--- config.mk ---
export PLATFORM = sky130hd
export DESIGN_NAME = free_explore_drive_fsm
export DESIGN_NICKNAME = d
export VERILOG_FILES = /design/src/hdl/fedf_pkg.sv /design/src/hdl/fedf_step.sv /design/src/hdl/free_explore_drive_fsm.sv
export SDC_FILE = /design/constraint.sdc
export NUM_CORES = 1
export LEC_CHECK = 0
export BUFFER_PORTS_ARGS = -buffer_cell sky130_fd_sc_hd__buf_2
export CAP_MARGIN = 20
export CORE_MARGIN = 4
export CORE_UTILIZATION = 35
export DETAILED_ROUTE_END_ITERATION = 7
export GPL_ROUTABILITY_DRIVEN = 1
export GPL_TIMING_DRIVEN = 0
export SKIP_LAST_GASP = 1
export SLEW_MARGIN = 5
export SYNTH_ARGS = -nofsm -noshare
export SYNTH_HDL_FRONTEND = slang
export SYNTH_SLANG_ARGS = --single-unit
export TNS_END_PERCENT = 20
--- constraint.sdc ---
create_clock -name clock -period 7.3 [get_ports clock]
set_input_delay 0.365 -clock clock [delete_from_list [all_inputs] [get_ports clock]]
set_output_delay 0.365 -clock clock [all_outputs]
set_load 0.01 [all_outputs]
--- src/hdl/fedf_pkg.sv ---
// Types, constants and reset values of the exploration drive block.
`default_nettype none
package fedf_pkg;

   localparam int RANGE_W     = 16;
   localparam int SPEED_W     = 15;
   localparam int DRIVE_W     = 16;
   localparam int PHASE_W     = 3;
   localparam int MODE_W      = 2;
   localparam int CSR_ADDR_W  = 3;
   localparam int CSR_DATA_W  = 16;
   localparam int REQ_TDATA_W = 56;
   localparam int RSP_TDATA_W = 40;

   localparam int unsigned CRUISE_SPEED_INIT = 2048;

   typedef enum logic [PHASE_W-1:0] {
      PH_FORWARD    = 3'd0,
      PH_LEFT       = 3'd1,
      PH_RIGHT      = 3'd2,
      PH_CRIT_LEFT  = 3'd3,
      PH_CRIT_RIGHT = 3'd4
   } fedf_phase_type;

   typedef enum logic [MODE_W-1:0] {
      MODE_EXPLORE = 2'd0,
      MODE_STOP    = 2'd1,
      MODE_FASTER  = 2'd2,
      MODE_SLOWER  = 2'd3
   } fedf_mode_type;

   typedef enum logic [CSR_ADDR_W-1:0] {
      CSR_MIN_CLEAR_AHEAD = 3'd0,
      CSR_MIN_SIDE_CLEAR  = 3'd1,
      CSR_CRITICAL_SIDE   = 3'd2,
      CSR_HYST_NORMAL     = 3'd3,
      CSR_HYST_CRITICAL   = 3'd4,
      CSR_SPEED_STEP      = 3'd5,
      CSR_MAX_SPEED       = 3'd6,
      CSR_MIN_SPEED       = 3'd7
   } fedf_csr_type;

   typedef struct packed {
      logic [RANGE_W-1:0] min_clear_ahead;
      logic [RANGE_W-1:0] min_side_clear;
      logic [RANGE_W-1:0] critical_side;
      logic [RANGE_W-1:0] hyst_normal;
      logic [RANGE_W-1:0] hyst_critical;
      logic [SPEED_W-1:0] speed_step;
      logic [SPEED_W-1:0] max_speed;
      logic [SPEED_W-1:0] min_speed;
   } fedf_cfg_type;

   localparam fedf_cfg_type CFG_RESET = '{
      min_clear_ahead: 16'd1229,
      min_side_clear:  16'd1434,
      critical_side:   16'd819,
      hyst_normal:     16'd102,
      hyst_critical:   16'd2048,
      speed_step:      15'd410,
      max_speed:       15'd4096,
      min_speed:       15'd410
   };

   typedef struct packed {
      fedf_phase_type     phase;
      logic [SPEED_W-1:0] cruise;
   } fedf_state_type;

   typedef struct packed {
      fedf_mode_type      mode;
      logic [RANGE_W-1:0] center_range;
      logic [RANGE_W-1:0] left_range;
      logic [RANGE_W-1:0] right_range;
   } fedf_item_type;

   typedef struct packed {
      logic signed [DRIVE_W-1:0] left_drive;
      logic signed [DRIVE_W-1:0] right_drive;
      logic [PHASE_W-1:0]        explore_phase;
   } fedf_result_type;

endpackage
`default_nettype wire

--- src/hdl/fedf_step.sv ---
// One control step: wheel drive, phase transition and cruise speed update.
`default_nettype none
module fedf_step (
   input  fedf_pkg::fedf_cfg_type    cfg,
   input  fedf_pkg::fedf_state_type  cur,
   input  fedf_pkg::fedf_item_type   item,
   output fedf_pkg::fedf_state_type  nxt,
   output fedf_pkg::fedf_result_type res
);

   logic [fedf_pkg::DRIVE_W-1:0]   s16;
   logic [fedf_pkg::DRIVE_W-1:0]   h16;
   logic [fedf_pkg::RANGE_W:0]     clear_norm;
   logic [fedf_pkg::RANGE_W:0]     clear_crit;
   logic [fedf_pkg::RANGE_W:0]     side_exit;
   logic [fedf_pkg::RANGE_W:0]     c17;
   logic [fedf_pkg::RANGE_W:0]     l17;
   logic [fedf_pkg::RANGE_W:0]     r17;
   logic                           near_c;
   logic [fedf_pkg::SPEED_W:0]     faster_sum;
   logic [fedf_pkg::SPEED_W-1:0]   faster_spd;
   logic [fedf_pkg::SPEED_W-1:0]   slower_diff;
   logic [fedf_pkg::SPEED_W-1:0]   slower_clamp;
   logic [fedf_pkg::SPEED_W-1:0]   slower_spd;
   logic [fedf_pkg::DRIVE_W-1:0]   new_s16;

   assign s16 = {1'b0, cur.cruise};
   assign h16 = {2'b00, cur.cruise[fedf_pkg::SPEED_W-1:1]};

   // Threshold sums are exact in 17 bits
   assign clear_norm = {1'b0, cfg.min_clear_ahead} + {1'b0, cfg.hyst_normal};
   assign clear_crit = {1'b0, cfg.min_clear_ahead} + {1'b0, cfg.hyst_critical};
   assign side_exit  = {1'b0, cfg.critical_side} + {1'b0, cfg.hyst_critical};
   assign c17 = {1'b0, item.center_range};
   assign l17 = {1'b0, item.left_range};
   assign r17 = {1'b0, item.right_range};
   assign near_c = item.center_range < cfg.min_clear_ahead;

   assign faster_sum = {1'b0, cur.cruise} + {1'b0, cfg.speed_step};
   assign faster_spd = (faster_sum >= {1'b0, cfg.max_speed}) ? cfg.max_speed
                                                             : faster_sum[fedf_pkg::SPEED_W-1:0];

   assign slower_diff  = (cur.cruise < cfg.speed_step) ? '0 : cur.cruise - cfg.speed_step;
   assign slower_clamp = (slower_diff >= cfg.max_speed) ? cfg.max_speed : slower_diff;
   // min wins over max
   assign slower_spd   = (slower_clamp < cfg.min_speed) ? cfg.min_speed : slower_clamp;

   always_comb begin
      nxt             = cur;
      res.left_drive  = '0;
      res.right_drive = '0;
      new_s16         = '0;
      unique case (item.mode)
         fedf_pkg::MODE_EXPLORE: begin
            // later test overrides the earlier one
            unique case (cur.phase)
               fedf_pkg::PH_LEFT: begin
                  res.right_drive = 16'd0 - h16;
                  if (item.right_range < cfg.critical_side) nxt.phase = fedf_pkg::PH_CRIT_LEFT;
                  if (c17 > clear_norm) nxt.phase = fedf_pkg::PH_FORWARD;
               end
               fedf_pkg::PH_RIGHT: begin
                  res.left_drive = h16;
                  if (item.left_range < cfg.critical_side) nxt.phase = fedf_pkg::PH_CRIT_RIGHT;
                  if (c17 > clear_norm) nxt.phase = fedf_pkg::PH_FORWARD;
               end
               fedf_pkg::PH_CRIT_LEFT: begin
                  res.left_drive  = 16'd0 - h16;
                  res.right_drive = 16'd0 - h16;
                  if (r17 > side_exit) nxt.phase = fedf_pkg::PH_LEFT;
                  if (c17 > clear_crit) nxt.phase = fedf_pkg::PH_FORWARD;
               end
               fedf_pkg::PH_CRIT_RIGHT: begin
                  res.left_drive  = h16;
                  res.right_drive = h16;
                  if (l17 > side_exit) nxt.phase = fedf_pkg::PH_RIGHT;
                  if (c17 > clear_crit) nxt.phase = fedf_pkg::PH_FORWARD;
               end
               default: begin
                  nxt.phase       = fedf_pkg::PH_FORWARD;
                  res.left_drive  = s16;
                  res.right_drive = 16'd0 - s16;
                  if ((near_c && (item.right_range < item.left_range)) ||
                      (item.right_range < cfg.min_side_clear)) begin
                     nxt.phase = fedf_pkg::PH_LEFT;
                  end
                  if ((near_c && (item.left_range < item.right_range)) ||
                      (item.left_range < cfg.min_side_clear)) begin
                     nxt.phase = fedf_pkg::PH_RIGHT;
                  end
               end
            endcase
         end
         fedf_pkg::MODE_STOP: begin
            res.left_drive  = '0;
            res.right_drive = '0;
         end
         fedf_pkg::MODE_FASTER, fedf_pkg::MODE_SLOWER: begin
            nxt.cruise = (item.mode == fedf_pkg::MODE_FASTER) ? faster_spd : slower_spd;
            new_s16 = {1'b0, nxt.cruise};
            res.left_drive  = new_s16;
            res.right_drive = 16'd0 - new_s16;
         end
      endcase
      res.explore_phase = nxt.phase;
   end

endmodule
`default_nettype wire

--- src/hdl/free_explore_drive_fsm.sv ---
// Top level of the exploration drive controller: channels, registers and state.
//
// Usage:
//  - req_ channel carries one sensor transaction: mode plus center, left and
//    right ranges. Each accepted transaction yields exactly one rsp_ transaction
//    with both wheel drives and the exploration phase after the step.
//  - csr_ port writes the eight thresholds and speed settings; write only
//    while no transaction is in flight.
//  - Pipeline: an accepted transaction passes one input register, then the
//    step logic into the result register, whose valid flag drives
//    rsp_tvalid.
//  - Throughput is one transaction per cycle while rsp_tready stays high; the
//    phase and cruise speed feedback resolves inside the single step stage.
//  - When the receiver holds rsp_tready low, the result register holds and
//    one more transaction waits in the input register; req_tready then drops.
//  - Synchronous reset empties both stages, restores the register defaults,
//    sets the phase to forward and the cruise speed to CRUISE_SPEED_INIT.
`default_nettype none
module free_explore_drive_fsm #(
   parameter int unsigned CRUISE_SPEED_INIT = fedf_pkg::CRUISE_SPEED_INIT
) (
   input  wire logic                               clock,
   input  wire logic                               reset,
   input  wire logic                               req_tvalid,
   output logic                                    req_tready,
   // mode[1:0], center_range[17:2], left_range[33:18], right_range[49:34]
   input  wire logic [fedf_pkg::REQ_TDATA_W-1:0]   req_tdata,
   output logic                                    rsp_tvalid,
   input  wire logic                               rsp_tready,
   // left_drive[15:0], right_drive[31:16], explore_phase[34:32]
   output logic [fedf_pkg::RSP_TDATA_W-1:0]        rsp_tdata,
   input  wire logic                               csr_we,
   input  wire logic [fedf_pkg::CSR_ADDR_W-1:0]    csr_addr,
   input  wire logic [fedf_pkg::CSR_DATA_W-1:0]    csr_wdata
);

   fedf_pkg::fedf_cfg_type    cfg_ff, cfg_in;
   fedf_pkg::fedf_state_type  state_ff, state_in;
   fedf_pkg::fedf_item_type   item_ff, item_in;
   fedf_pkg::fedf_result_type result_ff, result_in;
   logic                      s1_valid_ff, s1_valid_in;
   logic                      rsp_valid_ff, rsp_valid_in;
   fedf_pkg::fedf_state_type  step_nxt;
   fedf_pkg::fedf_result_type step_res;
   logic                      out_free;
   logic                      s1_adv;
   logic                      req_take;

   assign out_free   = !rsp_valid_ff || rsp_tready;
   assign s1_adv     = s1_valid_ff && out_free;
   assign req_tready = !s1_valid_ff || out_free;
   assign req_take   = req_tvalid && req_tready;

   always_comb begin
      cfg_in = cfg_ff;
      if (csr_we) begin
         unique case (fedf_pkg::fedf_csr_type'(csr_addr))
            fedf_pkg::CSR_MIN_CLEAR_AHEAD: cfg_in.min_clear_ahead = csr_wdata;
            fedf_pkg::CSR_MIN_SIDE_CLEAR:  cfg_in.min_side_clear  = csr_wdata;
            fedf_pkg::CSR_CRITICAL_SIDE:   cfg_in.critical_side   = csr_wdata;
            fedf_pkg::CSR_HYST_NORMAL:     cfg_in.hyst_normal     = csr_wdata;
            fedf_pkg::CSR_HYST_CRITICAL:   cfg_in.hyst_critical   = csr_wdata;
            fedf_pkg::CSR_SPEED_STEP:
               cfg_in.speed_step = csr_wdata[fedf_pkg::SPEED_W-1:0];
            fedf_pkg::CSR_MAX_SPEED:
               cfg_in.max_speed  = csr_wdata[fedf_pkg::SPEED_W-1:0];
            fedf_pkg::CSR_MIN_SPEED:
               cfg_in.min_speed  = csr_wdata[fedf_pkg::SPEED_W-1:0];
         endcase
      end
   end

   always_comb begin
      item_in = item_ff;
      if (req_take) begin
         item_in.mode         = fedf_pkg::fedf_mode_type'(req_tdata[1:0]);
         item_in.center_range = req_tdata[17:2];
         item_in.left_range   = req_tdata[33:18];
         item_in.right_range  = req_tdata[49:34];
      end
   end

   fedf_step u_step (
      .cfg  (cfg_ff),
      .cur  (state_ff),
      .item (item_ff),
      .nxt  (step_nxt),
      .res  (step_res)
   );

   // Advance state and result only when the input stage moves forward
   always_comb begin
      s1_valid_in  = req_take || (s1_valid_ff && !out_free);
      rsp_valid_in = s1_adv || (rsp_valid_ff && !rsp_tready);
      state_in     = s1_adv ? step_nxt : state_ff;
      result_in    = s1_adv ? step_res : result_ff;
   end

   always_ff @(posedge clock) begin
      if (reset) begin
         cfg_ff          <= fedf_pkg::CFG_RESET;
         state_ff.phase  <= fedf_pkg::PH_FORWARD;
         state_ff.cruise <= fedf_pkg::SPEED_W'(CRUISE_SPEED_INIT);
         s1_valid_ff     <= 1'b0;
         rsp_valid_ff    <= 1'b0;
      end else begin
         cfg_ff       <= cfg_in;
         state_ff     <= state_in;
         s1_valid_ff  <= s1_valid_in;
         rsp_valid_ff <= rsp_valid_in;
      end
   end

   always_ff @(posedge clock) begin
      item_ff   <= item_in;
      result_ff <= result_in;
   end

   assign rsp_tvalid = rsp_valid_ff;
   assign rsp_tdata  = {5'b00000, result_ff.explore_phase,
                        result_ff.right_drive, result_ff.left_drive};

endmodule
`default_nettype wire

# Word level (Yosys, flattened, before mapping)

Cells that the tools add are included.

Word-level logic and storage cells: 106
Register bits: 230
Output and inout port bits: 42
Input port bits: 80

Multiplexer cells: 20
$add $sub $neg: 8
Equality and inequality tests: 14
Reduce and logical (&&, ||, !) cells: 30
Magnitude comparators: 15

Operators by type and width:

| kind                                                                | number |
|---|---|
| 16-bit < comparator                                                 | 7 |
| 16-bit one-hot mux with 3 select lines                              | 2 |
| 32-bit one-hot mux with 3 select lines                              | 1 |
| 15-bit two-way mux                                                  | 5 |
| 16-bit by 17-bit > comparator with 1-bit output                     | 4 |
| 16-bit by 16-bit adder with 17-bit output                           | 3 |
| 1-bit by 15-bit subtractor with 16-bit output, first input constant | 2 |
| 15-bit < comparator                                                 | 2 |
| 3-bit two-way mux                                                   | 10 |
| 2-bit AND reduction                                                 | 9 |
| 15-bit by 15-bit adder with 16-bit output                           | 1 |
| 16-bit by 15-bit >= comparator with 1-bit output                    | 1 |
| 3-bit == test, second input constant                                | 5 |
| 15-bit >= comparator                                                | 1 |
| 1-bit by 14-bit subtractor with 15-bit output, first input constant | 1 |
| 15-bit subtractor                                                   | 1 |
| 3-bit by 2-bit == test with 1-bit output, second input constant     | 4 |
| 3-bit one-hot mux with 4 select lines                               | 1 |
| 3-bit by 1-bit == test with 1-bit output, second input constant     | 2 |
| 1-bit logical AND                                                   | 6 |
| 1-bit logical OR                                                    | 6 |
| 2-bit OR reduction                                                  | 3 |
| 2-bit == test, second input constant                                | 2 |
| 1-bit logical NOT                                                   | 4 |
| other kinds (4)                                                     | 4 |

# Logic depth before layout (Yosys ltp)

Depth after elaboration: 9
Mapped depth: 38
Gate-level depth less buffers: 35

# By module

From an unflattened synthesis, not the netlist that was laid out.

Cells, all modules: 2296
Area, all modules: 19030.8 um2

By module, submodules not included:

| module                 | instances | area an instance (um2) | cells each |
|---|---|---|---|
| fedf_step              | 1         | 11074.4                | 1575 |
| free_explore_drive_fsm | 1         | 7956.4                 | 721 |

# Least setup slack after synthesis

Ideal clock, no wire load.

Kind: register to register
Start point: register state_ff[0] (netlist bit)
End point: register result_ff, in the netlist rsp_tdata[24], data pin
Clock period less this slack: 7.846 ns
Stages on the path, launching flop included: 36
Library setup time: 0.271 ns
Data required time: 7.029 ns
Arrival: 7.575 ns
Path slack: -0.546 ns
Cells stage by stage: dfxtp_1 -> clkbuf_1 -> inv_1 -> ha_1 -> inv_1 -> fa_1 -> a21oi_1 -> o221ai_1 -> a21boi_0 -> nor3_1 -> o32ai_1 -> xor2_1 -> nor2_1 -> ha_1 -> a21oi_1 -> o21a_1 -> o21ai_1 -> a21oi_1 -> clkbuf_1 -> mux2_2 -> ha_1 -> a211oi_1 -> o21ai_1 -> a221o_1 -> or3_1 -> o21ai_1 -> nor2_2 -> mux2_2 -> and2_1 -> or2_2 -> inv_1 -> ha_1 -> inv_1 -> nor4_1 -> xor2_1 -> o22ai_1

RTL lines:

| what                   | line                          | RTL |
|---|---|---|
| from (decl)            | free_explore_drive_fsm.sv:38  | `fedf_pkg::fedf_state_type state_ff, state_in;` |
| from (signal assigned) | free_explore_drive_fsm.sv:108 | `state_ff <= state_in;` |
| to (signal assigned)   | free_explore_drive_fsm.sv:116 | `result_ff <= result_in;` |
| to (decl)              | free_explore_drive_fsm.sv:40  | `fedf_pkg::fedf_result_type result_ff, result_in;` |

==> flow_metrics.tcl <==
set metrics [dict create \
    p_leak_uw 0.00953 \
    io_buffers 92 \
    instances_no_fill 3185 \
    ys.flop_type "dfxtp_1" \
    whs_ns 0.0396 \
    rsz0062_at_grt "true" \
    dr.pass1.iters 8 \
    tightest_slew_ns 1.08 \
    drv_slew 0 \
    post-route-min-period_ns 7.19 \
    max_cap_viol_count 0 \
    nets 2841 \
    n_antenna_cell 0 \
    drt_iter0_markers 1357 \
    tritoncts "done" \
    grt_start_max_net_pins 35 \
    grt_remaining_overflow 0 \
    cts_max_level 1 \
    synth_cells 2253 \
    post-route-cell-area_mm2 0.0224 \
    drive_gt1_share_pct 13.4 \
    timing.rr.end "rsp_tdata[28]" \
    antenna_found_initial 0 \
    hold_path.startpoint "req_tvalid" \
    dieArea_mm2 0.0572 \
    place_area_mm2 0.0201 \
    skew_ns 0.0492 \
    worstPathArrival_ns 7.46 \
    hold_depth 3 \
    vias 17900 \
    ff2ff_path_depth 33 \
    met1_usage_pct 26.8 \
    utilization_pct 42.5 \
    netlist_area_mm2 0.0187 \
    ant_nets 0 \
    cts_sinks 230 \
    insertion_delay_ns 0.59 \
    routedWlPerCell_um 20.2 \
    slew_headroom_pct 27.0 \
    hpwl_um 49700 \
    grt_pass1_vias 17200 \
    hold_viol_final 0 \
    gp_congestion 0.979 \
    syn_to_final_growth_pct 19.8 \
    r2r_start "cfg_ff[41]" \
    ys_types 96 \
    critPathLaunchType "flip-flop" \
    die_y_um 239 \
    cpPeakStageDelay_ns 0.47 \
    path_class "reg -> reg" \
    p_per_area_mw_per_mm2 228 \
    synth_top_area_cell "ha_1" \
    gr-usage-met2_pct 38.5 \
    path_max_fanout 5 \
    dpl.cell_count 3039 \
    setup_violations 0 \
    ios 122 \
    clk_path_buf_depth 3 \
    fmax_mhz 139 \
    setup-tns-final_ns 0 \
    slowest_stage "dfxtp_1" \
    synth-seq-cells 230 \
    end_kind "flip-flop" \
    use_met3_pct 3.13 \
    initial_core_util_pct 35.5 \
    yosysSeqAreaShare_pct 29.2 \
    yosys_warnings 0 \
    die_w_um 239 \
    avgSynthCellArea_um2 8.30 \
    synth_edf_count 85 \
    via_per_inst 5.61 \
    finalCritPeriodShare_pct 98.5 \
    grt_use_total_pct 21.6 \
    drc 0 \
    ir_worst_vdd_mv 0.170 \
    worstHoldPathType "in -> reg" \
    cts_root_buf "clkbuf_16" \
    cts_buffers 28 \
    rows 84 \
    grt_first_pass_wirelength_um 96900 \
    core_mm2 0.0528 \
    drt-total-wl_um 64400 \
    synth_area_leaders "ha_1 (19%), dfxtp_1 (16%), edfxtp_1 (14%), nand2_1 (6.5%), a21oi_1 (5.4%)" \
    reg2reg_slack_ns 0.11 \
    status "complete, no violations" \
    grt.busiest_layer "met2" \
    async_flop_share_pct 0 \
    hold_end "s1_valid_ff" \
    path_clk_slew_ns 0.06 \
    cp_data_required_time_ns 7.57 \
    synth_top_area_share_pct 18.7 \
]
==> cell usage in the layout, fill, tap and decap left out, types with 17 or more instances in the layout <==
| master | count |
|---|---|
| edfxtp_1 | 85 |
| a21o_1 | 71 |
| xnor2_1 | 43 |
| o21ai_0 | 85 |
| buf_2 | 96 |
| clkbuf_1 | 77 |
| inv_1 | 146 |
| a211o_1 | 36 |
| nand3_1 | 35 |
| buf_4 | 53 |
| xor2_1 | 43 |
| nand4_1 | 28 |
| nand2b_1 | 17 |
| nor2_1 | 157 |
| o21a_1 | 27 |
| nand2_1 | 321 |
| o22ai_1 | 22 |
| ha_1 | 273 |
| dlygate4sd3_1 | 50 |
| nor3_1 | 36 |
| a21oi_1 | 193 |
| dfxtp_1 | 136 |
| nor2b_1 | 27 |
| clkbuf_16 | 30 |
==> registers in the layout, indices dropped and copies added (netlist names) <==
register,flops
rsp_tvalid,1
rsp_tdata,35
item_ff,50
state_ff,18
s1_valid_ff,1
cfg_ff,125
==> how the worst max path moves through the flow <==
stage | from | end | slack (ns) | depth (start not counted)
after CTS | state_ff[0] | rsp_tdata[28] | -0.0007 | 38
after global routing | cfg_ff[41] | rsp_tdata[23] | -0.14 | 30
after detailed placement | state_ff[0] | rsp_tdata[28] | -1.91 | 32
after global placement | state_ff[0] | rsp_tdata[28] | -1.92 | 32
final | cfg_ff[41] | rsp_tdata[28] | 0.11 | 33
after floorplan | state_ff[0] | rsp_tdata[24] | 0.004 | 35
==> metrics by stage <==
step                total power (µW)  setup WS [ns]
floorplan                       2740        0.00361
global placement                3280          -1.92
detailed placement              3310          -1.91
CTS                             4990      -0.000740
global route                    5360         -0.145
finish                          5120          0.112
==> cell usage after synthesis, types with 6 or more instances <==
cell type,number
buf_4,6
o211ai_1,15
o21ai_0,89
buf_2,6
xor2_1,43
o21a_1,27
xnor2_1,46
o221ai_1,9
a21oi_1,200
edfxtp_1,85
buf_1,6
o22ai_1,23
nor4_1,11
ha_1,280
nor2_1,162
nand4_1,28
a211oi_1,17
and2_1,8
or2_2,9
inv_1,150
and3_1,7
nand3_1,35
o31ai_1,8
or3_1,15
o21bai_1,15
o2111ai_1,8
dfxtp_1,145
a2111oi_0,9
a31oi_1,15
clkbuf_2,15
a21boi_0,14
a221oi_1,8
nand2_1,324
mux2i_1,9
nand2b_1,17
nor2b_1,27
clkbuf_1,82
o31a_1,6
o32ai_1,6
a211o_1,36
a21o_1,71
a222oi_1,6
nor3_1,40
nand3b_1,14
==> per-layer routing <==
| layer | share of wire, % | wire, µm |
|---|---|---|
| met4 | 3.6 | 2330 |
| met5 | 0 | 0 |
| met2 | 50 | 32000 |
| met3 | 5.7 | 3680 |
| met1 | 41 | 26400 |
==> critical path, delay by kind of cell (launching register included) <==
family / cells / cell delay (ns)
fa+ha+maj: 4 / 0.97
compound gates: 12 / 2.43
flops: 1 / 0.47
mux: 1 / 0.32
simple gates: 10 / 1.94
buf+inv: 6 / 0.73
==> where the power goes <==
part           internal (µW)  switching [µW]  leakage (µW)  total [µW]
sequential              1430            54.7       0.00200        1480
clock                    791             588      0.000445        1380
combinational            928            1330       0.00709        2250
==> cells by family (layout without fill, tap and decap cells) <==
kind of cell | Yosys count | after routing | share of synthesized area, %
simple gates | 725 | 725 | 17.8
xor+xnor | 89 | 89 | 4.17
other cells | 1 | 5 | 0.0200
buf+inv | 269 | 509 | 5.74
mux | 14 | 14 | 0.783
compound gates | 640 | 640 | 23.1
fa+ha+maj | 285 | 285 | 19.3
flops | 230 | 230 | 29.2
==> area by class of cell <==
cell class	instances	area, µm²
timing repair buffer	194	1390
multi-input combinational	1758	12700
fill	5244	30400
tap	688	861
clock buffer	35	778
clock inverter	16	128
sequential	230	5480
buffer	112	536
inverter	152	583
==> timing repair <==
item / in CTS / in global routing
gates resized for setup: 67 / 54
endpoints found under the setup margin: 43 / 20
buffers inserted: 36 / 14
hold buffers: 50 / 0
endpoints found under the hold margin: 50 / 0
pin swaps: 35 / 37
(Power assumes the default switching activity.)
